===== config.mk =====
export PLATFORM = sky130hd
export DESIGN_NAME = ldp_hello_tlv_parser_flat
export DESIGN_NICKNAME = d
export VERILOG_FILES = /design/src/hdl/ldp_pkg.sv /design/src/hdl/ldp_if.sv /design/src/hdl/ldp_in_stage.sv /design/src/hdl/ldp_parse.sv /design/src/hdl/ldp_out_stage.sv /design/src/hdl/ldp_hello_tlv_parser.sv /design/src/flat_wrapper.sv
export SDC_FILE = /design/constraint.sdc
export NUM_CORES = 1
export LEC_CHECK = 0
export ABC_AREA = 1
export CORE_UTILIZATION = 25
export CTS_CLUSTER_SIZE = 10
export DETAILED_ROUTE_END_ITERATION = 8
export DONT_BUFFER_PORTS = 1
export PLACE_DENSITY = 0.51
export SYNTH_ARGS = -nofsm -noshare
export SYNTH_HDL_FRONTEND = slang
export SYNTH_SLANG_ARGS = --single-unit

===== constraint.sdc =====
create_clock -name clk_i -period 6.3 [get_ports clk_i]
set_input_delay 0.315 -clock clk_i [delete_from_list [all_inputs] [get_ports clk_i]]
set_output_delay 0.315 -clock clk_i [all_outputs]
set_load 0.03 [all_outputs]

===== src/hdl/ldp_pkg.sv =====
// Package for the LDP Hello TLV parser: phase and status codes, TLV constants
// and the result word type. Depends on nothing; every module file imports it.
package ldp_pkg;

  localparam logic [15:0] TYPE_HELLO_PARAMS = 16'h0400;
  localparam logic [15:0] TYPE_XPORT_ADDR   = 16'h0401;
  localparam logic [15:0] TYPE_CFG_SEQ      = 16'h0402;
  localparam logic [15:0] U_BIT_MASK        = 16'h8000;
  localparam logic [15:0] HDR_BYTES         = 16'd4;
  localparam logic [15:0] COMMON_TLV_LEN    = 16'd8;
  localparam logic [15:0] OPT_VALUE_LEN     = 16'd4;
  localparam logic [15:0] HOLD_FLOOR_RST    = 16'd3;

  typedef enum logic [3:0] {
    PH_COMMON = 4'b0001,
    PH_HDR    = 4'b0010,
    PH_VALUE  = 4'b0100,
    PH_FAIL   = 4'b1000
  } phase_e;

  typedef enum logic [2:0] {
    ST_OK      = 3'd0,
    ST_SHORT   = 3'd1,
    ST_CTYPE   = 3'd2,
    ST_CLEN    = 3'd3,
    ST_HOLD    = 3'd4,
    ST_OLEN    = 3'd5,
    ST_UNKNOWN = 3'd6,
    ST_TRAIL   = 3'd7
  } status_e;

  typedef struct packed {
    logic [2:0]  status;
    logic [15:0] holdtime;
    logic [15:0] hello_flags;
    logic [31:0] xport_addr;
    logic [31:0] config_seq;
  } ldp_result_t;

endpackage


===== src/hdl/ldp_if.sv =====
// Valid/ready channel interfaces for the LDP Hello parser: body bytes in and
// parse results out. Depends on nothing.
interface ldp_byte_if;
  logic       valid;
  logic       ready;
  logic [7:0] data_byte;
  logic       last_byte;

  modport source (output valid, output data_byte, output last_byte, input ready);
  modport sink   (input valid, input data_byte, input last_byte, output ready);
endinterface

interface ldp_hello_if;
  logic        valid;
  logic        ready;
  logic [2:0]  status;
  logic [15:0] holdtime;
  logic [15:0] hello_flags;
  logic [31:0] xport_addr;
  logic [31:0] config_seq;

  modport source (output valid, output status, output holdtime, output hello_flags,
                  output xport_addr, output config_seq, input ready);
  modport sink   (input valid, input status, input holdtime, input hello_flags,
                  input xport_addr, input config_seq, output ready);
endinterface


===== src/hdl/ldp_in_stage.sv =====
// Input register for the LDP Hello parser: holds one body word until the
// parse stage takes it. Depends on ldp_pkg only for the house import.
module ldp_in_stage
  import ldp_pkg::*;
(
  input  logic       clk_i,
  input  logic       rst_ni,
  input  logic       valid_i,
  output logic       ready_o,
  input  logic [7:0] data_byte_i,
  input  logic       last_byte_i,
  input  logic       take_i,
  output logic       valid_o,
  output logic [7:0] data_byte_o,
  output logic       last_byte_o
);

  logic       valid_q, valid_d;
  logic [7:0] data_q;
  logic       last_q;

  // The register may refill in the same cycle as it is emptied.
  assign ready_o = !valid_q || take_i;
  assign valid_d = (valid_i && ready_o) || (valid_q && !take_i);

  always_ff @(posedge clk_i or negedge rst_ni) begin
    if (!rst_ni) begin
      valid_q <= 1'b0;
    end else begin
      valid_q <= valid_d;
    end
  end

  always_ff @(posedge clk_i) begin
    if (valid_i && ready_o) begin
      data_q <= data_byte_i;
      last_q <= last_byte_i;
    end
  end

  assign valid_o     = valid_q;
  assign data_byte_o = data_q;
  assign last_byte_o = last_q;

endmodule


===== src/hdl/ldp_parse.sv =====
// Parse stage of the LDP Hello parser: TLV state registers and the combinational
// update for each body word. Depends on ldp_pkg.
module ldp_parse
  import ldp_pkg::*;
(
  input  logic        clk_i,
  input  logic        rst_ni,
  input  logic        step_i,
  input  logic [7:0]  data_byte_i,
  input  logic        last_byte_i,
  input  logic [15:0] hold_floor_i,
  output logic        result_valid_o,
  output ldp_result_t result_o
);

  phase_e      phase_q, phase_d;
  logic [15:0] count_q, count_d;
  logic [15:0] type_q, type_d;
  logic [15:0] length_q, length_d;
  logic [31:0] shift_q, shift_d;
  logic [15:0] hold_q, hold_d;
  logic [15:0] flags_q, flags_d;
  logic [31:0] addr_q, addr_d;
  logic [31:0] seq_q, seq_d;
  status_e     error_q, error_d;
  logic [15:0] count_inc;
  status_e     status;

  assign count_inc = count_q + 16'd1;

  always_comb begin
    phase_d  = phase_q;
    count_d  = count_q;
    type_d   = type_q;
    length_d = length_q;
    shift_d  = shift_q;
    hold_d   = hold_q;
    flags_d  = flags_q;
    addr_d   = addr_q;
    seq_d    = seq_q;
    error_d  = error_q;
    status   = ST_OK;

    if (error_q == ST_OK) begin
      case (phase_q)
        PH_COMMON: begin
          case (count_q[2:1])
            2'd0:    type_d   = {type_q[7:0], data_byte_i};
            2'd1:    length_d = {length_q[7:0], data_byte_i};
            2'd2:    hold_d   = {hold_q[7:0], data_byte_i};
            default: flags_d  = {flags_q[7:0], data_byte_i};
          endcase
          count_d = count_inc;
          if (count_inc == COMMON_TLV_LEN) begin
            count_d = '0;
            if (type_d != TYPE_HELLO_PARAMS) begin
              error_d = ST_CTYPE;
              phase_d = PH_FAIL;
            end else if (length_d != HDR_BYTES) begin
              error_d = ST_CLEN;
              phase_d = PH_FAIL;
            end else if (hold_d != '0 && hold_d < hold_floor_i) begin
              error_d = ST_HOLD;
              phase_d = PH_FAIL;
            end else begin
              phase_d  = PH_HDR;
              type_d   = '0;
              length_d = '0;
            end
          end
        end
        PH_HDR: begin
          if (count_q < 16'd2) begin
            type_d = {type_q[7:0], data_byte_i};
          end else begin
            length_d = {length_q[7:0], data_byte_i};
          end
          count_d = count_inc;
          if (count_inc == HDR_BYTES) begin
            count_d = '0;
            shift_d = '0;
            if ((type_d == TYPE_XPORT_ADDR || type_d == TYPE_CFG_SEQ) &&
                length_d != OPT_VALUE_LEN) begin
              error_d = ST_OLEN;
              phase_d = PH_FAIL;
            end else if (type_d != TYPE_XPORT_ADDR && type_d != TYPE_CFG_SEQ &&
                         (type_d & U_BIT_MASK) == '0) begin
              error_d = ST_UNKNOWN;
              phase_d = PH_FAIL;
            end else if (length_d == '0) begin
              // An empty skippable TLV is finished as soon as its header is.
              type_d = '0;
            end else begin
              phase_d = PH_VALUE;
            end
          end
        end
        PH_VALUE: begin
          shift_d = {shift_q[23:0], data_byte_i};
          count_d = count_inc;
          if (count_inc >= length_q) begin
            if (type_q == TYPE_XPORT_ADDR) begin
              addr_d = shift_d;
            end else if (type_q == TYPE_CFG_SEQ) begin
              seq_d = shift_d;
            end
            count_d  = '0;
            shift_d  = '0;
            type_d   = '0;
            length_d = '0;
            phase_d  = PH_HDR;
          end
        end
        default: ;
      endcase
    end

    if (error_d != ST_OK) begin
      status = error_d;
    end else if (phase_d == PH_COMMON) begin
      status = ST_SHORT;
    end else if ((phase_d == PH_HDR && count_d != '0) || phase_d == PH_VALUE) begin
      status = ST_TRAIL;
    end else begin
      status = ST_OK;
    end
  end

  assign result_valid_o = step_i && last_byte_i;

  always_comb begin
    result_o        = '0;
    result_o.status = status;
    if (status == ST_OK) begin
      result_o.holdtime    = hold_d;
      result_o.hello_flags = flags_d;
      result_o.xport_addr  = addr_d;
      result_o.config_seq  = seq_d;
    end
  end

  // The message state returns to its reset value after each last word.
  always_ff @(posedge clk_i or negedge rst_ni) begin
    if (!rst_ni) begin
      phase_q  <= PH_COMMON;
      count_q  <= '0;
      type_q   <= '0;
      length_q <= '0;
      shift_q  <= '0;
      hold_q   <= '0;
      flags_q  <= '0;
      addr_q   <= '0;
      seq_q    <= '0;
      error_q  <= ST_OK;
    end else if (step_i) begin
      if (last_byte_i) begin
        phase_q  <= PH_COMMON;
        count_q  <= '0;
        type_q   <= '0;
        length_q <= '0;
        shift_q  <= '0;
        hold_q   <= '0;
        flags_q  <= '0;
        addr_q   <= '0;
        seq_q    <= '0;
        error_q  <= ST_OK;
      end else begin
        phase_q  <= phase_d;
        count_q  <= count_d;
        type_q   <= type_d;
        length_q <= length_d;
        shift_q  <= shift_d;
        hold_q   <= hold_d;
        flags_q  <= flags_d;
        addr_q   <= addr_d;
        seq_q    <= seq_d;
        error_q  <= error_d;
      end
    end
  end

endmodule


===== src/hdl/ldp_out_stage.sv =====
// Result register for the LDP Hello parser: holds one result word until the
// consumer takes it. Depends on ldp_pkg for the result type.
module ldp_out_stage
  import ldp_pkg::*;
(
  input  logic        clk_i,
  input  logic        rst_ni,
  input  logic        load_i,
  input  ldp_result_t result_i,
  output logic        space_o,
  output logic        valid_o,
  input  logic        ready_i,
  output ldp_result_t result_o
);

  logic        valid_q, valid_d;
  ldp_result_t result_q;

  assign space_o = !valid_q || ready_i;
  assign valid_d = load_i || (valid_q && !ready_i);

  always_ff @(posedge clk_i or negedge rst_ni) begin
    if (!rst_ni) begin
      valid_q <= 1'b0;
    end else begin
      valid_q <= valid_d;
    end
  end

  always_ff @(posedge clk_i) begin
    if (load_i) begin
      result_q <= result_i;
    end
  end

  assign valid_o  = valid_q;
  assign result_o = result_q;

endmodule


===== src/hdl/ldp_hello_tlv_parser.sv =====
// LDP Hello message body parser, one body word per cycle.
// Result path: a last word waits in the input register, is parsed into the
// result register when the parse stage steps, and is offered from there.
// Throughput: one word per cycle; the parse stage stalls only while the result
// register is full and not being taken. Reset is asynchronous, active low; it
// clears all message state and sets the minimum holdtime to 3.
module ldp_hello_tlv_parser
  import ldp_pkg::*;
(
  input  logic        clk_i,
  input  logic        rst_ni,
  input  logic        cfg_we_i,
  input  logic [15:0] cfg_wdata_i,
  ldp_byte_if.sink    byte_i,
  ldp_hello_if.source result_o
);

  logic [15:0] hold_floor_q;
  logic        in_valid;
  logic [7:0]  in_data;
  logic        in_last;
  logic        step;
  logic        out_space;
  logic        res_valid;
  ldp_result_t res_next;
  ldp_result_t res_held;

  always_ff @(posedge clk_i or negedge rst_ni) begin
    if (!rst_ni) begin
      hold_floor_q <= HOLD_FLOOR_RST;
    end else if (cfg_we_i) begin
      hold_floor_q <= cfg_wdata_i;
    end
  end

  // A word is parsed only when the result register could take its result.
  assign step = in_valid && out_space;

  ldp_in_stage u_in (
    .clk_i       (clk_i),
    .rst_ni      (rst_ni),
    .valid_i     (byte_i.valid),
    .ready_o     (byte_i.ready),
    .data_byte_i (byte_i.data_byte),
    .last_byte_i (byte_i.last_byte),
    .take_i      (step),
    .valid_o     (in_valid),
    .data_byte_o (in_data),
    .last_byte_o (in_last)
  );

  ldp_parse u_parse (
    .clk_i          (clk_i),
    .rst_ni         (rst_ni),
    .step_i         (step),
    .data_byte_i    (in_data),
    .last_byte_i    (in_last),
    .hold_floor_i   (hold_floor_q),
    .result_valid_o (res_valid),
    .result_o       (res_next)
  );

  ldp_out_stage u_out (
    .clk_i    (clk_i),
    .rst_ni   (rst_ni),
    .load_i   (res_valid),
    .result_i (res_next),
    .space_o  (out_space),
    .valid_o  (result_o.valid),
    .ready_i  (result_o.ready),
    .result_o (res_held)
  );

  assign result_o.status      = res_held.status;
  assign result_o.holdtime    = res_held.holdtime;
  assign result_o.hello_flags = res_held.hello_flags;
  assign result_o.xport_addr  = res_held.xport_addr;
  assign result_o.config_seq  = res_held.config_seq;

endmodule

===== src/flat_wrapper.sv =====
// flat-port wrapper written by rule: the top's interface ports become plain ports
module ldp_hello_tlv_parser_flat import ldp_pkg::*;
  (clk_i, rst_ni, cfg_we_i, cfg_wdata_i, byte_i_valid, byte_i_data_byte, byte_i_last_byte, byte_i_ready, result_o_valid, result_o_status, result_o_holdtime, result_o_hello_flags, result_o_xport_addr, result_o_config_seq, result_o_ready);
  ldp_byte_if byte_i_i ();
  ldp_hello_if result_o_i ();
  input  logic clk_i;
  input  logic rst_ni;
  input  logic cfg_we_i;
  input  logic [15:0] cfg_wdata_i;
  input wire logic [$bits(byte_i_i.valid)-1:0] byte_i_valid;
  input wire logic [$bits(byte_i_i.data_byte)-1:0] byte_i_data_byte;
  input wire logic [$bits(byte_i_i.last_byte)-1:0] byte_i_last_byte;
  output wire logic [$bits(byte_i_i.ready)-1:0] byte_i_ready;
  output wire logic [$bits(result_o_i.valid)-1:0] result_o_valid;
  output wire logic [$bits(result_o_i.status)-1:0] result_o_status;
  output wire logic [$bits(result_o_i.holdtime)-1:0] result_o_holdtime;
  output wire logic [$bits(result_o_i.hello_flags)-1:0] result_o_hello_flags;
  output wire logic [$bits(result_o_i.xport_addr)-1:0] result_o_xport_addr;
  output wire logic [$bits(result_o_i.config_seq)-1:0] result_o_config_seq;
  input wire logic [$bits(result_o_i.ready)-1:0] result_o_ready;
  assign byte_i_i.valid = byte_i_valid;
  assign byte_i_i.data_byte = byte_i_data_byte;
  assign byte_i_i.last_byte = byte_i_last_byte;
  assign byte_i_ready = byte_i_i.ready;
  assign result_o_valid = result_o_i.valid;
  assign result_o_status = result_o_i.status;
  assign result_o_holdtime = result_o_i.holdtime;
  assign result_o_hello_flags = result_o_i.hello_flags;
  assign result_o_xport_addr = result_o_i.xport_addr;
  assign result_o_config_seq = result_o_i.config_seq;
  assign result_o_i.ready = result_o_ready;
  ldp_hello_tlv_parser u_core (.clk_i(clk_i), .rst_ni(rst_ni), .cfg_we_i(cfg_we_i), .cfg_wdata_i(cfg_wdata_i), .byte_i(byte_i_i), .result_o(result_o_i));
endmodule

Yosys cells after proc, flatten, opt, wreduce, memory -nomap -nowiden:

Cells that the tools add are included.

* output and inout port bits: 101
* register bits: 301
* input port bits: 30
* word-level logic and storage cells: 167

* equality and inequality tests: 21
* reduce and logical (&&, ||, !) cells: 34
* add/subtract/negate cells: 1
* multiplexer cells: 88
* magnitude comparators: 3

Operator list (count)
* $mux 16: 44
* $mux 32: 11
* $pmux 16 s3: 3
* $mux 24: 4
* $eq 16x11->1 const B: 4
* $ne 16x11->1 const B: 3
* $pmux 24 s2: 1
* $mux 4: 11
* $mux 3: 12
* $logic_not 16->1: 2
* $ne 16x3->1 const B: 2
* $reduce_bool 16->1: 2
* $add 16x1->16 const B: 1
* $eq 16x3->1 const B: 1
* $eq 16x4->1 const B: 1
* $ge 16x16->1: 1
* $lt 16x16->1: 1
* $lt 16x2->1 const B: 1
* $pmux 4 s3: 1
* $logic_and 1x1->1: 10
* $eq 4x1->1 const B: 2
* $eq 4x2->1 const B: 2
* $eq 4x3->1 const B: 2
* $reduce_and 4->1: 2
* 12 further kinds: 23

Depth between registers and ports, before layout:

Gate-level depths: netlist of the first run.

* depth after elaboration: 19
* mapped depth: 28

Modules after synthesis:

Synthesis of the first run repeated with hierarchy kept, for this count alone.

* cells, all modules: 2037
* area, all modules: 15995.3 µm²

Modules (own cells, without submodules)
* ldp_parse: times used 1, cells an instance 1848, seq. area each 4380.5 µm², area an instance 12007.8 µm²
* ldp_out_stage: times used 1, cells an instance 104, seq. area each 2997.9 µm², area an instance 3017.9 µm²
* ldp_hello_tlv_parser: times used 1, cells an instance 70, seq. area each 402.9 µm², area an instance 654.4 µm²
* ldp_in_stage: times used 1, cells an instance 15, seq. area each 295.3 µm², area an instance 315.3 µm²

Worst setup path after synthesis of the first run:

No wires, ideal clock.

* path type: reg-to-reg
* start: reg u_core.u_out.valid_q (netlist: u_core.u_out.valid_o)
* end: reg u_core.u_parse.shift_q[10]
* required time: 6.162 ns
* period minus slack after synthesis: 6.240 ns
* arrival time: 6.102 ns
* path slack: 0.060 ns
* cell stages (with the launch flop): 8
* cell sequence: dfrtp_1 nand2_1 nand2_1 nor2_1 inv_1 nand2_1 clkbuf_1 o22ai_1

* cells in the longest elaborated chain, start to end: 4

RTL lines
* start, declared: RTL line ldp_out_stage.sv:16 `logic valid_q, valid_d;`
* start signal, assigned: RTL line ldp_out_stage.sv:26 `valid_q <= valid_d;`
* $logic_not 1->1: RTL line ldp_out_stage.sv:19 `assign space_o = !valid_q || ready_i;`
* $logic_or 1x1->1: RTL line ldp_out_stage.sv:19
* $logic_and 1x1->1: RTL line ldp_hello_tlv_parser.sv:37 `assign step = in_valid && out_space;`
* $reduce_and 4->1 (no source line)
* end signal, assigned: RTL line ldp_parse.sv:172 `shift_q <= shift_d;`
* end, declared: RTL line ldp_parse.sv:20 `logic [31:0] shift_q, shift_d;`

No other way between the ends.
A chain may end at the register's enable or synchronous reset.

Worst setup path in the final report of the first run:

* start: reg u_core.u_parse.count_q[2]
* end: reg u_core.u_out.result_q (netlist bit u_core.u_out.result_o[48]), data pin

* cells in the longest elaborated chain, start to end: 19

RTL lines
* start, declared: RTL line ldp_parse.sv:17 `logic [15:0] count_q, count_d;`
* start signal, assigned: RTL line ldp_parse.sv:169 `count_q <= count_d;`
* $lt 16x2->1 / $eq 2x2->1 (equally long branches): RTL line ldp_parse.sv:73, ldp_parse.sv:47
* $mux 16 (on tied branches): RTL line ldp_parse.sv:73, ldp_parse.sv:47
* $mux 16: RTL line ldp_parse.sv:45 `case (phase_q)`
* $mux 16: RTL line ldp_parse.sv:44 `if (error_q == ST_OK) begin`
* $ne 16x11->1 (tied with other cells): RTL line ldp_parse.sv:86 `end else if (type_d != TYPE_XPORT_ADDR && type_d != TYPE_CFG_SEQ &&`
* $logic_and 1x1->1 (on tied branches): RTL line ldp_parse.sv:86, ldp_parse.sv:62
* $logic_and 1x1->1 / $mux 4 (equally long branches): RTL line ldp_parse.sv:86, ldp_parse.sv:62
* $mux 4 (on tied branches): RTL line ldp_parse.sv:86, ldp_parse.sv:59
* [... 3 more ...]
* $mux 4: RTL line ldp_parse.sv:44
* $eq 4x2->1: RTL line ldp_parse.sv:122 `end else if ((phase_d == PH_HDR && count_d != '0) || phase_d == PH_VALUE) begin`
* $logic_and 1x1->1: RTL line ldp_parse.sv:122
* $logic_or 1x1->1: RTL line ldp_parse.sv:122
* $mux 3: RTL line ldp_parse.sv:122
* $mux 3: RTL line ldp_parse.sv:120 `end else if (phase_d == PH_COMMON) begin`
* $mux 3: RTL line ldp_parse.sv:118 `if (error_d != ST_OK) begin`
* $logic_not 3->1: RTL line ldp_parse.sv:134 `if (status == ST_OK) begin`
* end signal, assigned: RTL line ldp_out_stage.sv:32 `result_q <= result_i;`
* end, declared: RTL line ldp_out_stage.sv:17 `ldp_result_t result_q;`

Parallel ways exist; a longest one is shown, timed or not. The select of a mux whose other input is x is not followed.

==> flow_summary_export.csv, run 1 <==
group,metric,value,unit
synth,yosys_register_bits,301,
worst_setup_path,crit_slowest_cell,"sky130_fd_sc_hd__a21oi_1",
placement,placed_inst_area,16870,µm²
final_layout,fillerInstances,6800,
synth,synth_cell_type_count,45,
placement,placed_cells_incl_taps,2713,
placement,numPortBuffers,0,
final_layout,fin_area,18350,µm²
final_layout,multi_input_area,6640,µm²
drt,remaining_drc_errors,0,
worst_setup_path,startpoint_type,"flop",
final_layout,mostFrequentLayoutCells,"sky130_fd_sc_hd__nand2_1, sky130_fd_sc_hd__inv_1, sky130_fd_sc_hd__o21ai_0",
floorplanning,die_y,256.5,µm
timing,finalHoldViolCount,0,
clock_network,cts_max_level,2,
clock_network,numCtsBuffers,38,
clock_network,cts-root-buf,"sky130_fd_sc_hd__clkbuf_16",
worst_setup_path,reg2reg_from,"u_core.u_parse.count_q[2]",
timing,finalSetupViolations,0,
global_routing,global_route.peak_usage_layer,"met2",
worst_setup_path,cp_peak_stage_delay,0.79,ns
global_routing,global_route.usage.met1,20.96,%
final_layout,fin_util,28.88,%
drt,via_count,13660,
worst_setup_path,timing.rr.end,"u_core.u_out.result_o[48]",
worst_setup_path,critical_path_cell_count,20,
global_routing,grt_start_max_net_pins,194,
synth,seq_area_frac_synth,49.87,%
min_path,min_path_type,"primary input to flop",
timing,max_clock_freq,186.3,MHz
drt,drt_wl_total,51080,µm
final_layout,most_frequent_standard_cell_in_the_layout_excluding_fill_and_tap_cells,"sky130_fd_sc_hd__nand2_1",
global_routing,initial_antenna_violation_count,0,
timing,finalCritPeriodShare,85.22,%
final_layout,number_of_inserted_diodes,0,
timing,grt_setup_unrepaired,"no",
floorplanning,fp-row-count,92,
worst_setup_path,path_cells,"nand2_1, nor2_1, nand2_2, nor2_1, nand2_1, nand2_1, inv_1, ha_1, a21oi_1, o21a_1, nand2_1, a21oi_1, nand3_1, nand2_1, nor2_1, nor2_2, nand4_1, nand2_4, buf_4, nor3_1",
worst_setup_path,worst-endpoint-required,6.55,ns
drt,avgRoutedWirePerCell,18.16,µm
floorplanning,fp.coreArea,63540,µm²
placement,dp.final_hpwl,34660,µm
power,p_per_area,454.0,nW/µm²
synth,ys_async_sr_fraction,64.12,%
worst_setup_path,setup.worst_path.end_class,"flop",
worst_setup_path,path_delay_family,"simple AND/OR/NAND/NOR gates",
synth,ys.warnings.count,0,
worst_setup_path,worst_setup_path_end,"u_core.u_out.result_o[48]",
synth,mappedNetlistNets,2022,
final_layout,area_growth_syn_to_layout,13.32,%
global_routing,grt_first_pass_wirelength,80030,µm
power,p_leak,8.183,nW
clock_network,cts.sink_count,301,
worst_setup_path,r2r_cells,20,
synth,synth-main-ff-cell,"sky130_fd_sc_hd__dfrtp_1",
synth,syn_area,16200,µm²
global_routing,grt_use_met2,24.84,%
global_routing,global_route.usage.met3,3.025,%
worst_setup_path,timing.critical_path.mode_cell,"sky130_fd_sc_hd__nand2_1",
worst_setup_path,critPathArrivalTime,5.62,ns
drt,drtIter0Drc,1494,
clock_network,maximum_buffer_depth_of_the_clock_tree,3,
final_layout,finalNonFillerCells,2812,
job,max_cap_viol_count,0,
worst_setup_path,startpoint,"u_core.u_parse.count_q[2]",
worst_setup_path,crit_buf_inv,2,
clock_network,clk_pin_slew,0.06,ns
synth,synth_edf_count,108,
drt,detail-route-antenna-nets,0,
timing,drv_slew,0,
global_routing,global_route.overflow_total,0,
placement,final_replace_weighted_congestion,0.9190,
floorplanning,fp.dieArea,65810,µm²
worst_setup_path,worstPathMaxFanout,63,
drt,detailedRoute.firstPassIterationCount,6,
global_routing,track_usage,15.35,%
timing,clock_skew,0.03414,ns
floorplanning,die_w,256.5,µm
drt,viasPerCell,4.859,
worst_setup_path,ff2ff_setup_slack,0.93,ns
timing,timing.slew.headroom,23.78,%
floorplanning,initial_core_util,25.49,%
clock_network,insertion_delay,0.56,ns
timing,final.min_clock_period,5.369,ns
final_layout,finish.net_count,1999,
global_routing,vias_in_the_first_global_route,13270,
final_layout,post_route_cells_drive_above_1_share,7.070,%
power,ir_drop,0.3336,mV
synth,synthCells,1960,
timing,setup_tns,0,ns
timing,worstMarginPinSlew,1.143,ns
final_layout,layout.area.seq,8077,µm²
clock_network,cts_tree,"yes",
worst_setup_path,worst-setup-path-type,"flop to flop",
run_status,status,"complete, no violations",
floorplanning,floorplan.io_pins,131,
synth,post_synth.cell_area_avg,8.263,µm²
-- cell type report --
type	count	area share, %
Clock inverter	6	0.4636
Inverter	262	5.372
Multi-Input combinational cell	1289	36.18
Tap cell	846	5.768
Clock buffer	63	5.863
Timing Repair Buffer	45	2.345
Sequential cell	301	44.01
-- cells in the mapped netlist (9+ instances only) --
cell type,instances,area (µm²)
sky130_fd_sc_hd__a21oi_1,48,240.2
sky130_fd_sc_hd__buf_2,27,135.1
sky130_fd_sc_hd__buf_6,9,101.4
sky130_fd_sc_hd__clkbuf_1,65,244.0
sky130_fd_sc_hd__dfrtp_1,190,4755
sky130_fd_sc_hd__edfxtp_1,108,3243
sky130_fd_sc_hd__ha_1,32,400.4
sky130_fd_sc_hd__inv_1,255,957.2
sky130_fd_sc_hd__nand2_1,430,1614
sky130_fd_sc_hd__nand3_1,73,365.4
sky130_fd_sc_hd__nand4_1,49,306.5
sky130_fd_sc_hd__nor2_1,136,510.5
sky130_fd_sc_hd__nor3_1,64,320.3
sky130_fd_sc_hd__nor3_2,41,410.4
sky130_fd_sc_hd__o21a_1,12,90.09
sky130_fd_sc_hd__o21ai_0,191,955.9
sky130_fd_sc_hd__o21ai_1,11,55.05
sky130_fd_sc_hd__o22ai_1,145,907.1
-- metal layers --
metal	routed length [µm]	share of wire (%)	up-vias
met3	3023	5.9	77
met4	1025	2.0	0
met1	23320	46	6556
li1	-	-	6601
met5	0	0	-
met2	23700	46	429
-- cell families (layout without fill, tap and decap cells) --
kind of cell               count (synthesis)  after routing  share of synthesized area, %
adders and majority gates                 32             32                         2.472
DFF                                      301            301                         49.87
AOI/OAI and AO/OA                        433            433                         15.09
xor gates and xnor gates                   1              1                       0.05409
buffers and inverters                    370            376                         9.340
and+or+nand+nor                          822            822                         23.11
muxes                                      1              1                       0.06953
-- metrics by stage --
| step | worst slack [ns] | hold WS, ns | total power, mW |
|---|---|---|---|
| global placement | 1.014 | 0.03438 | 6.176 |
| CTS | 0.9523 | 0.2066 | 8.370 |
| global route | 0.4626 | 0.2453 | 8.923 |
| floorplan | 0.05975 | 0.01941 | 5.439 |
| finish | 0.9312 | 0.2237 | 8.331 |
| detailed placement | 1.009 | 0.03325 | 6.201 |
-- power breakdown --
| group | leakage, nW | total [mW] | internal, mW | switching [mW] |
|---|---|---|---|---|
| Sequential | 3.68 | 2.65 | 2.31 | 0.335 |
| Clock | 0.560 | 2.09 | 1.25 | 0.846 |
| Combinational | 3.94 | 3.59 | 0.949 | 2.64 |
| Total | 8.18 | 8.33 | 4.51 | 3.83 |
-- worst min path at each step --
stage                            start                  endpoint  slack, ns  depth (start not counted)
final                     byte_i_valid   u_core.u_in.last_byte_o       0.22                          2
after global routing      byte_i_valid   u_core.u_in.last_byte_o       0.25                          2
after CTS                 byte_i_valid   u_core.u_in.last_byte_o       0.21                          2
after detailed placement        rst_ni   u_core.u_parse.seq_q[1]       0.03                          0
after global placement          rst_ni  u_core.u_parse.seq_q[17]       0.03                          0
after floorplan                 rst_ni   u_core.hold_floor_q[10]       0.02                          0
-- timing repair --
| item | 4_1_cts | 5_1_grt |
|---|---|---|
| resized for setup | 0 | 0 |
| endpoints found under the hold margin | 220 | 0 |
| hold buffers | 30 | 0 |
| setup buffers | 0 | 0 |
-- registers in the layout, indices dropped and copies added (netlist names) --
signal                   cells
u_core.u_parse.addr_q       32
u_core.u_parse.count_q      16
u_core.u_parse.hold_q       16
u_core.u_in.valid_o          1
u_core.hold_floor_q         16
u_core.u_parse.type_q       16
u_core.u_parse.phase_q       4
u_core.u_out.valid_o         1
u_core.u_parse.error_q       3
u_core.u_parse.shift_q      24
u_core.u_parse.flags_q      16
u_core.u_parse.seq_q        32
u_core.u_parse.length_q     16
u_core.u_out.result_o       99
u_core.u_in.last_byte_o      1
u_core.u_in.data_byte_o      8
(Power assumes the default switching activity.)
==> inputs of run 2 (changes only) <==
--- a/config.mk
+++ b/config.mk
@@ -6,11 +6,14 @@
 export NUM_CORES = 1
 export LEC_CHECK = 0
 export ABC_AREA = 1
+export CELL_PAD_IN_SITES_DETAIL_PLACEMENT = 0
+export CELL_PAD_IN_SITES_GLOBAL_PLACEMENT = 1
 export CORE_UTILIZATION = 25
 export CTS_CLUSTER_SIZE = 10
 export DETAILED_ROUTE_END_ITERATION = 8
 export DONT_BUFFER_PORTS = 1
-export PLACE_DENSITY = 0.51
+export GPL_TIMING_DRIVEN = 0
+export PLACE_DENSITY = 0.6
 export SYNTH_ARGS = -nofsm -noshare
 export SYNTH_HDL_FRONTEND = slang
 export SYNTH_SLANG_ARGS = --single-unit
==> run 2 against run 1 <==
  * Worst setup slack better by 0.45 ns
  * First-iteration DRC count down 3.7%
  * Register-to-register slack better by 0.45 ns
  * Clock skew down 0.012 ns
  * Critical endpoint is now u_core.u_out.result_o[5]
==> flow_summary_export.csv, run 2 (synthesis gave the netlist of run 1 again) <==
group,metric,value,unit
floorplanning,fp.dieArea,65810,µm²
floorplanning,initial_core_util,25.49,%
worst_setup_path,timing.critical_path.mode_cell,"sky130_fd_sc_hd__nand2_1",
clock_network,maximum_buffer_depth_of_the_clock_tree,3,
timing,finalHoldViolCount,0,
placement,placed_inst_area,17320,µm²
timing,timing.slew.headroom,6.558,%
min_path,hold_path.startpoint,"cfg_we_i",
worst_setup_path,ff2ff_setup_slack,1.38,ns
final_layout,largest_register_ff_count,99,
drt,wl_met2,26690,µm
placement,dp.final_hpwl,43040,µm
worst_setup_path,critPathArrivalTime,5.19,ns
final_layout,fin_util,29.61,%
floorplanning,fp-row-count,92,
power,p_per_area,466.0,nW/µm²
drt,met1Wirelength,26860,µm
min_path,min_path_type,"primary input to flop",
global_routing,initial_antenna_violation_count,3,
floorplanning,die_w,256.5,µm
drt,via_count,14280,
floorplanning,floorplan.io_pins,131,
worst_setup_path,r2r_cells,27,
clock_network,cts_max_level,2,
timing,finalSetupViolations,0,
power,design_power_total,8.770,mW
drt,remaining_drc_errors,0,
worst_setup_path,worstPathMaxFanout,10,
clock_network,cts_post_setup_buffers_inserted,0,
clock_network,cts_tree,"yes",
drt,detailedRoute.firstPassIterationCount,5,
timing,max_clock_freq,203.4,MHz
final_layout,mostFrequentLayoutCells,"sky130_fd_sc_hd__nand2_1, sky130_fd_sc_hd__inv_1, sky130_fd_sc_hd__o21ai_0",
timing,grt_setup_unrepaired,"no",
clock_network,clk_pin_slew,0.05,ns
timing,drv_slew,0,
final_layout,post_route_cells_drive_above_1_share,8.043,%
min_path,worst_hold_path.endpoint,"u_core.hold_floor_q[1]",
clock_network,insertion_delay,0.57,ns
global_routing,grt_first_pass_wirelength,87670,µm
power,p_leak,8.398,nW
worst_setup_path,setup.worst_path.end_class,"flop",
power,ir_drop,0.2371,mV
run_status,status,"complete, no violations",
floorplanning,fp.coreArea,63540,µm²
placement,final_replace_weighted_congestion,0.9134,
drt,topRoutingLayerUsed,"met5",
clock_network,numCtsBuffers,39,
min_path,hold_path_depth,3,
timing,finalCritPeriodShare,78.03,%
worst_setup_path,worst-setup-path-type,"flop to flop",
drt,avgRoutedWirePerCell,20.00,µm
drt,drt_wl_total,58230,µm
timing,clock_skew,0.02257,ns
timing,final.min_clock_period,4.916,ns
worst_setup_path,reg2reg_from,"u_core.u_parse.count_q[1]",
drt,detail-route-antenna-nets,0,
timing,worstMarginPinSlew,1.402,ns
global_routing,vias_in_the_first_global_route,13850,
final_layout,fin_area,18820,µm²
placement,numPortBuffers,0,
floorplanning,die_y,256.5,µm
worst_setup_path,timing.rr.end,"u_core.u_out.result_o[5]",
worst_setup_path,crit_slowest_cell,"sky130_fd_sc_hd__dfrtp_1",
final_layout,fillerInstances,6826,
clock_network,cts-root-buf,"sky130_fd_sc_hd__clkbuf_16",
final_layout,finish.net_count,2096,
job,max_cap_viol_count,0,
final_layout,most_frequent_standard_cell_in_the_layout_excluding_fill_and_tap_cells,"sky130_fd_sc_hd__nand2_1",
global_routing,global_route.overflow_total,0,
worst_setup_path,worst-endpoint-required,6.58,ns
worst_setup_path,cp_peak_stage_delay,0.52,ns
drt,drtIter0Drc,1438,
worst_setup_path,startpoint_type,"flop",
drt,routed-wl-met3,3303,µm
global_routing,track_usage,17.45,%
drt,viasPerCell,4.903,
clock_network,cts.sink_count,301,
global_routing,grt_start_max_net_pins,194,
final_layout,area_growth_syn_to_layout,16.19,%
==> run 2: cell types whose count changed in the layout (fill, tap and decap cells not counted), sizes merged <==
cell,before,now
buf,16,47
bufinv,2,0
clkbuf,63,131
diode,0,2
inv,258,259
==> run 2: what timing repair did <==
item / in CTS / in global routing
hold buffers: 30 / 0
hold endpoints to repair: 220 / 0
resized for setup: 0 / 0
==> run 2: per-layer routing <==
metal	track usage (%)	vias up
met3	2.916	81
met1	24.05	6928
met4	4.894	2
met5	0	-
li1	-	6815
met2	28.01	452
==> run 2: worst max-delay path by stage <==
stage,from,to,slack (ns),cells after the start
floorplan,u_core.u_out.valid_o,u_core.u_parse.shift_q[10],0.06,7
detailed placement,u_core.u_parse.count_q[1],u_core.u_out.result_o[96],1.50,24
finish,u_core.u_parse.count_q[1],u_core.u_out.result_o[5],1.38,27
global route,u_core.u_parse.count_q[1],u_core.u_out.result_o[5],0.99,26
CTS,u_core.u_parse.count_q[1],u_core.u_out.result_o[5],1.46,27
global placement,u_core.u_out.valid_o,u_core.u_parse.shift_q[15],-2.49,7
==> run 2: layout make-up <==
type,instances,area [µm²],area share [%]
clock buffers,66,1107,5.885
inverters,262,983.4,5.226
flip-flops and latches,301,8077,42.92
well taps,846,1059,5.625
clock inverters,5,65.06,0.3458
plain buffers,108,529.3,2.813
repair buffers,33,377.9,2.008
diodes,2,5.005,0.02660
multi-input cells,1289,6614,35.15
==> run 2: worst max-delay path: cells and delay by family, from the launching register on <==
kind                       cells  cell delay [ns]
buffers and inverters          6             1.41
AOI/OAI and AO/OA              2             0.38
adders and majority gates      2             0.53
and+or+nand+nor               17             1.78
DFF                            1             0.52
==> run 2: through the flow <==
| step | std cells | setup TNS [ns] | worst slack (ns) | hold slack, ns |
|---|---|---|---|---|
| final | 2912 | 0 | 1.384 | 0.1431 |
| after detailed placement | 2809 | 0 | 1.496 | 0.05202 |
| after global placement | 2806 | -192.81 | -2.491 | 0.05160 |
| after CTS | 2910 | 0 | 1.462 | 0.1249 |
| after global routing | 2911 | 0 | 0.9899 | 0.1914 |
| after floorplan | 1960 | 0 | 0.05975 | 0.01941 |
==> run 2: where the power goes <==
group / internal, mW / total (mW) / switching [mW]
sequential: 2.31 / 2.65 / 0.341
combinational: 1.17 / 4.04 / 2.87
clock: 1.20 / 2.08 / 0.879
==> inputs of run 3 (changes only) <==
--- a/config.mk
+++ b/config.mk
@@ -5,7 +5,7 @@
 export SDC_FILE = /design/constraint.sdc
 export NUM_CORES = 1
 export LEC_CHECK = 0
-export ABC_AREA = 1
+export ABC_AREA = 0
 export CELL_PAD_IN_SITES_DETAIL_PLACEMENT = 0
 export CELL_PAD_IN_SITES_GLOBAL_PLACEMENT = 1
 export CORE_UTILIZATION = 25
@@ -13,7 +13,7 @@
 export DETAILED_ROUTE_END_ITERATION = 8
 export DONT_BUFFER_PORTS = 1
 export GPL_TIMING_DRIVEN = 0
-export PLACE_DENSITY = 0.6
+export PLACE_DENSITY = 0.57
 export SYNTH_ARGS = -nofsm -noshare
 export SYNTH_HDL_FRONTEND = slang
 export SYNTH_SLANG_ARGS = --single-unit
==> constraint.sdc (replaced) <==
create_clock -name clk_i -period 4.4 [get_ports clk_i]
set_input_delay 0.22 -clock clk_i [delete_from_list [all_inputs] [get_ports clk_i]]
set_output_delay 0.22 -clock clk_i [all_outputs]
set_load 0.03 [all_outputs]
==> run 3 against run 2 <==
  * The flow now finishes with violations (negative hold slack)
  * Final area increased by 5.6%
  * Hold slack got worse by 0.78 ns
  * Sequential cell count unchanged
  * Critical path type unchanged
  * Critical path depth decreased by 10
  * Count of clock-buffer cells in the layout decreased by 5
  * Sequential share of layout area decreased by 2.3 points
  * Register-to-register slack got worse by 1.3 ns
  * Non-clock buffer count increased by 46
  * Largest cell class unchanged
==> flow_summary_export.csv, run 3 <==
group,metric,value,unit
clock_network,clk_pin_slew,0.06,ns
placement,placement.setup.worst_slack,-1.717,ns
floorplanning,fp.coreArea,61830,µm²
clock_network,maximum_buffer_depth_of_the_clock_tree,3,
timing,final.min_clock_period,4.349,ns
floorplanning,die_y,252.4,µm
run_status,violations_in_the_final_reports,"negative hold slack",
job,max_cap_viol_count,0,
global_routing,grt_start_max_net_pins,194,
synth,seq_area_frac_synth,51.54,%
worst_setup_path,startpoint_type,"flop",
power,p_per_area,550.2,nW/µm²
drt,remaining_drc_errors,0,
worst_setup_path,cp_peak_stage_delay,0.41,ns
synth,yosys_register_bits,301,
drt,via_count,11680,
synth,ys.warnings.count,0,
drt,drt_wl_total,50190,µm
synth,synth_cell_type_count,93,
placement,dp.final_hpwl,35200,µm
drt,avgRoutedWirePerCell,21.68,µm
clock_network,cts_max_level,2,
synth,synth-main-ff-cell,"sky130_fd_sc_hd__dfrtp_1",
power,ir_drop,0.2976,mV
synth,yosys-top-cells-count,"sky130_fd_sc_hd__dfrtp_1, sky130_fd_sc_hd__a22o_1, sky130_fd_sc_hd__edfxtp_1, sky130_fd_sc_hd__mux2i_1, sky130_fd_sc_hd__nand2_1",
timing,max_clock_freq,230.0,MHz
global_routing,track_usage,15.73,%
worst_setup_path,crit_slowest_cell,"sky130_fd_sc_hd__or3_1",
synth,synth_top_cell_area_share,30.34,%
placement,placed_cells_incl_taps,2172,
worst_setup_path,path_cells,"buf_6, nand3_4, nor4_4, buf_6, xor2_1, ha_1, a211oi_1, nor2_1, or3_1, o21ai_4, a31o_2, a22oi_2, and3_1, buf_6, buf_12, buf_16, nor4b_4",
drt,viasPerCell,5.046,
final_layout,most_frequent_standard_cell_in_the_layout_excluding_fill_and_tap_cells,"sky130_fd_sc_hd__dfrtp_1",
worst_setup_path,timing.critical_path.mode_cell,"sky130_fd_sc_hd__buf_6",
global_routing,initial_antenna_violation_count,0,
drt,detail-route-antenna-nets,0,
timing,clock_skew,0.01612,ns
clock_network,numCtsBuffers,39,
drt,drtIter0Drc,997,
worst_setup_path,crit_buf_inv,5,
synth,synthCells,1333,
synth,synth.top_cells.by_area,"sky130_fd_sc_hd__dfrtp_1, sky130_fd_sc_hd__edfxtp_1, sky130_fd_sc_hd__a22o_1",
timing,finalHoldViolCount,193,
synth,mappedNetlistNets,1395,
worst_setup_path,setup.worst_path.end_class,"flop",
synth,post_synth.cell_area_avg,11.76,µm²
drt,detailedRoute.firstPassIterationCount,8,
synth,ys_async_sr_fraction,64.12,%
final_layout,area_growth_syn_to_layout,26.84,%
timing,timing.slew.headroom,24.10,%
final_layout,finish.net_count,1511,
clock_network,cts_hold_repair.buffers,28,
floorplanning,initial_core_util,25.35,%
clock_network,cts-root-buf,"sky130_fd_sc_hd__clkbuf_16",
placement,numPortBuffers,0,
worst_setup_path,critPathArrivalTime,4.68,ns
worst_setup_path,worstPathMaxFanout,7,
final_layout,post_route_cells_drive_above_1_share,23.68,%
worst_setup_path,path_delay_family,"simple AND/OR/NAND/NOR gates",
timing,finalSetupViolations,0,
clock_network,insertion_delay,0.56,ns
global_routing,grt_first_pass_wirelength,76070,µm
synth,synth_most_common_cell,"sky130_fd_sc_hd__dfrtp_1",
synth,syn_area,15670,µm²
floorplanning,die_w,252.4,µm
final_layout,mostFrequentLayoutCells,"sky130_fd_sc_hd__dfrtp_1, sky130_fd_sc_hd__a22o_1, sky130_fd_sc_hd__edfxtp_1",
timing,finalCritPeriodShare,98.83,%
worst_setup_path,worst-endpoint-required,4.73,ns
timing,worstMarginPinSlew,1.128,ns
timing,post-route-worst-setup-slack,0.05134,ns
floorplanning,floorplan.io_pins,131,
min_path,min_path_type,"primary input to async pin",
synth,synth_edf_count,108,
worst_setup_path,worst-setup-path-type,"flop to flop",
placement,final_replace_weighted_congestion,0.8900,
timing,hold_slack,-0.6344,ns
final_layout,finalNonFillerCells,2315,
synth,synthDominantAreaCellType,"sky130_fd_sc_hd__dfrtp_1",
final_layout,largest_register_ff_count,99,
clock_network,cts_tree,"yes",
floorplanning,fp-row-count,91,
timing,drv_slew,0,
final_layout,number_of_inserted_diodes,0,
power,p_leak,8.456,nW
global_routing,vias_in_the_first_global_route,11500,
run_status,status,"complete, but fails checks",
clock_network,cts.sink_count,301,
timing,grt_setup_unrepaired,"yes",
global_routing,global_route.overflow_total,0,
floorplanning,fp.dieArea,63690,µm²
run 3: stage by stage:
step                TNS [ns]  instance area (µm²)  hold slack [ns]  utilization, %  total power [mW]
finish                     0                19880          -0.6344           32.15             10.94
global route          -1.694                19880          -0.6691           32.15             11.46
CTS                 -0.03061                19000          -0.6456           30.73             10.36
detailed placement   -210.61                16750         -0.04442           27.10             6.745
global placement     -266.14                16720         -0.04548           27.04             6.737
floorplan                  0                15670         -0.07559               -             5.759
run 3: routing by layer:
layer,track usage (%),wire length [µm],up-vias
li1,-,-,5341
met1,21.48,22820,5899
met2,25.19,23560,345
met3,2.430,2256,96
met4,5.437,1562,0
met5,0,0,-
run 3: final timing paths:
kind	depth (start not counted)	slack, ns	start	endpoint
worst max-delay path	17	0.05	u_core.u_parse.count_q[0]	u_core.u_out.result_o[78]
worst min-delay path	0	-0.63	rst_ni	u_core.u_parse.count_q[6]
worst max register to register	17	0.05	u_core.u_parse.count_q[0]	u_core.u_out.result_o[78]
worst min register to register	2	0.49	u_core.u_parse.flags_q[15]	u_core.u_parse.flags_q[15]
max in group asynchronous	0	4.37	rst_ni	u_core.u_parse.shift_q[18]
min in group clk_i	3	0.05	cfg_we_i	u_core.hold_floor_q[1]
run 3: cells by family (layout without fill, tap and decap cells):
| logic type | Yosys count | after routing | share of synthesized area [%] |
|---|---|---|---|
| compound gates | 326 | 326 | 16.27 |
| xor+xnor | 17 | 17 | 0.9502 |
| fa+ha+maj | 32 | 32 | 2.555 |
| buf+inv | 167 | 312 | 4.895 |
| flops | 301 | 301 | 51.54 |
| mux | 102 | 102 | 6.531 |
| simple gates | 388 | 388 | 17.26 |
run 3: layout make-up:
class | instances | area, µm²
buffer | 103 | 755.7
clock inverter | 9 | 158.9
multi-input combinational | 865 | 7701
inverter | 55 | 209.0
sequential | 301 | 8083
timing repair buffer | 84 | 823.3
fill | 6154 | 41950
clock buffer | 61 | 1099
tap | 837 | 1047
run 3: worst register-to-register path, stage by stage (launching register included):
cell and delay [ns]:
sky130_fd_sc_hd__dfrtp_1 0.40, sky130_fd_sc_hd__buf_6 0.15, sky130_fd_sc_hd__nand3_4 0.11, sky130_fd_sc_hd__nor4_4 0.39, sky130_fd_sc_hd__buf_6 0.18, sky130_fd_sc_hd__xor2_1 0.16
sky130_fd_sc_hd__ha_1 0.26, sky130_fd_sc_hd__a211oi_1 0.24, sky130_fd_sc_hd__nor2_1 0.09, sky130_fd_sc_hd__or3_1 0.41, sky130_fd_sc_hd__o21ai_4 0.34, sky130_fd_sc_hd__a31o_2 0.24
sky130_fd_sc_hd__a22oi_2 0.11, sky130_fd_sc_hd__and3_1 0.20, sky130_fd_sc_hd__buf_6 0.15, sky130_fd_sc_hd__buf_12 0.16, sky130_fd_sc_hd__buf_16 0.15, sky130_fd_sc_hd__nor4b_4 0.39
run 3: repair_timing:
item                                    in CTS  in global routing
gates cloned                                 1                  4
pin swaps                                   24                 23
gates resized for setup                    124                134
hold endpoints to repair                   220                193
endpoints found under the setup margin     218                178
buffers inserted                            20                 29
run 3: where the power goes:
part           internal, mW  total, mW  switching (mW)  leakage, nW
clock network          1.90       3.19            1.28        0.605
logic                  1.64       4.24            2.60         4.17
registers              3.16       3.51           0.356         3.68
total                  6.70       10.9            4.24         8.46
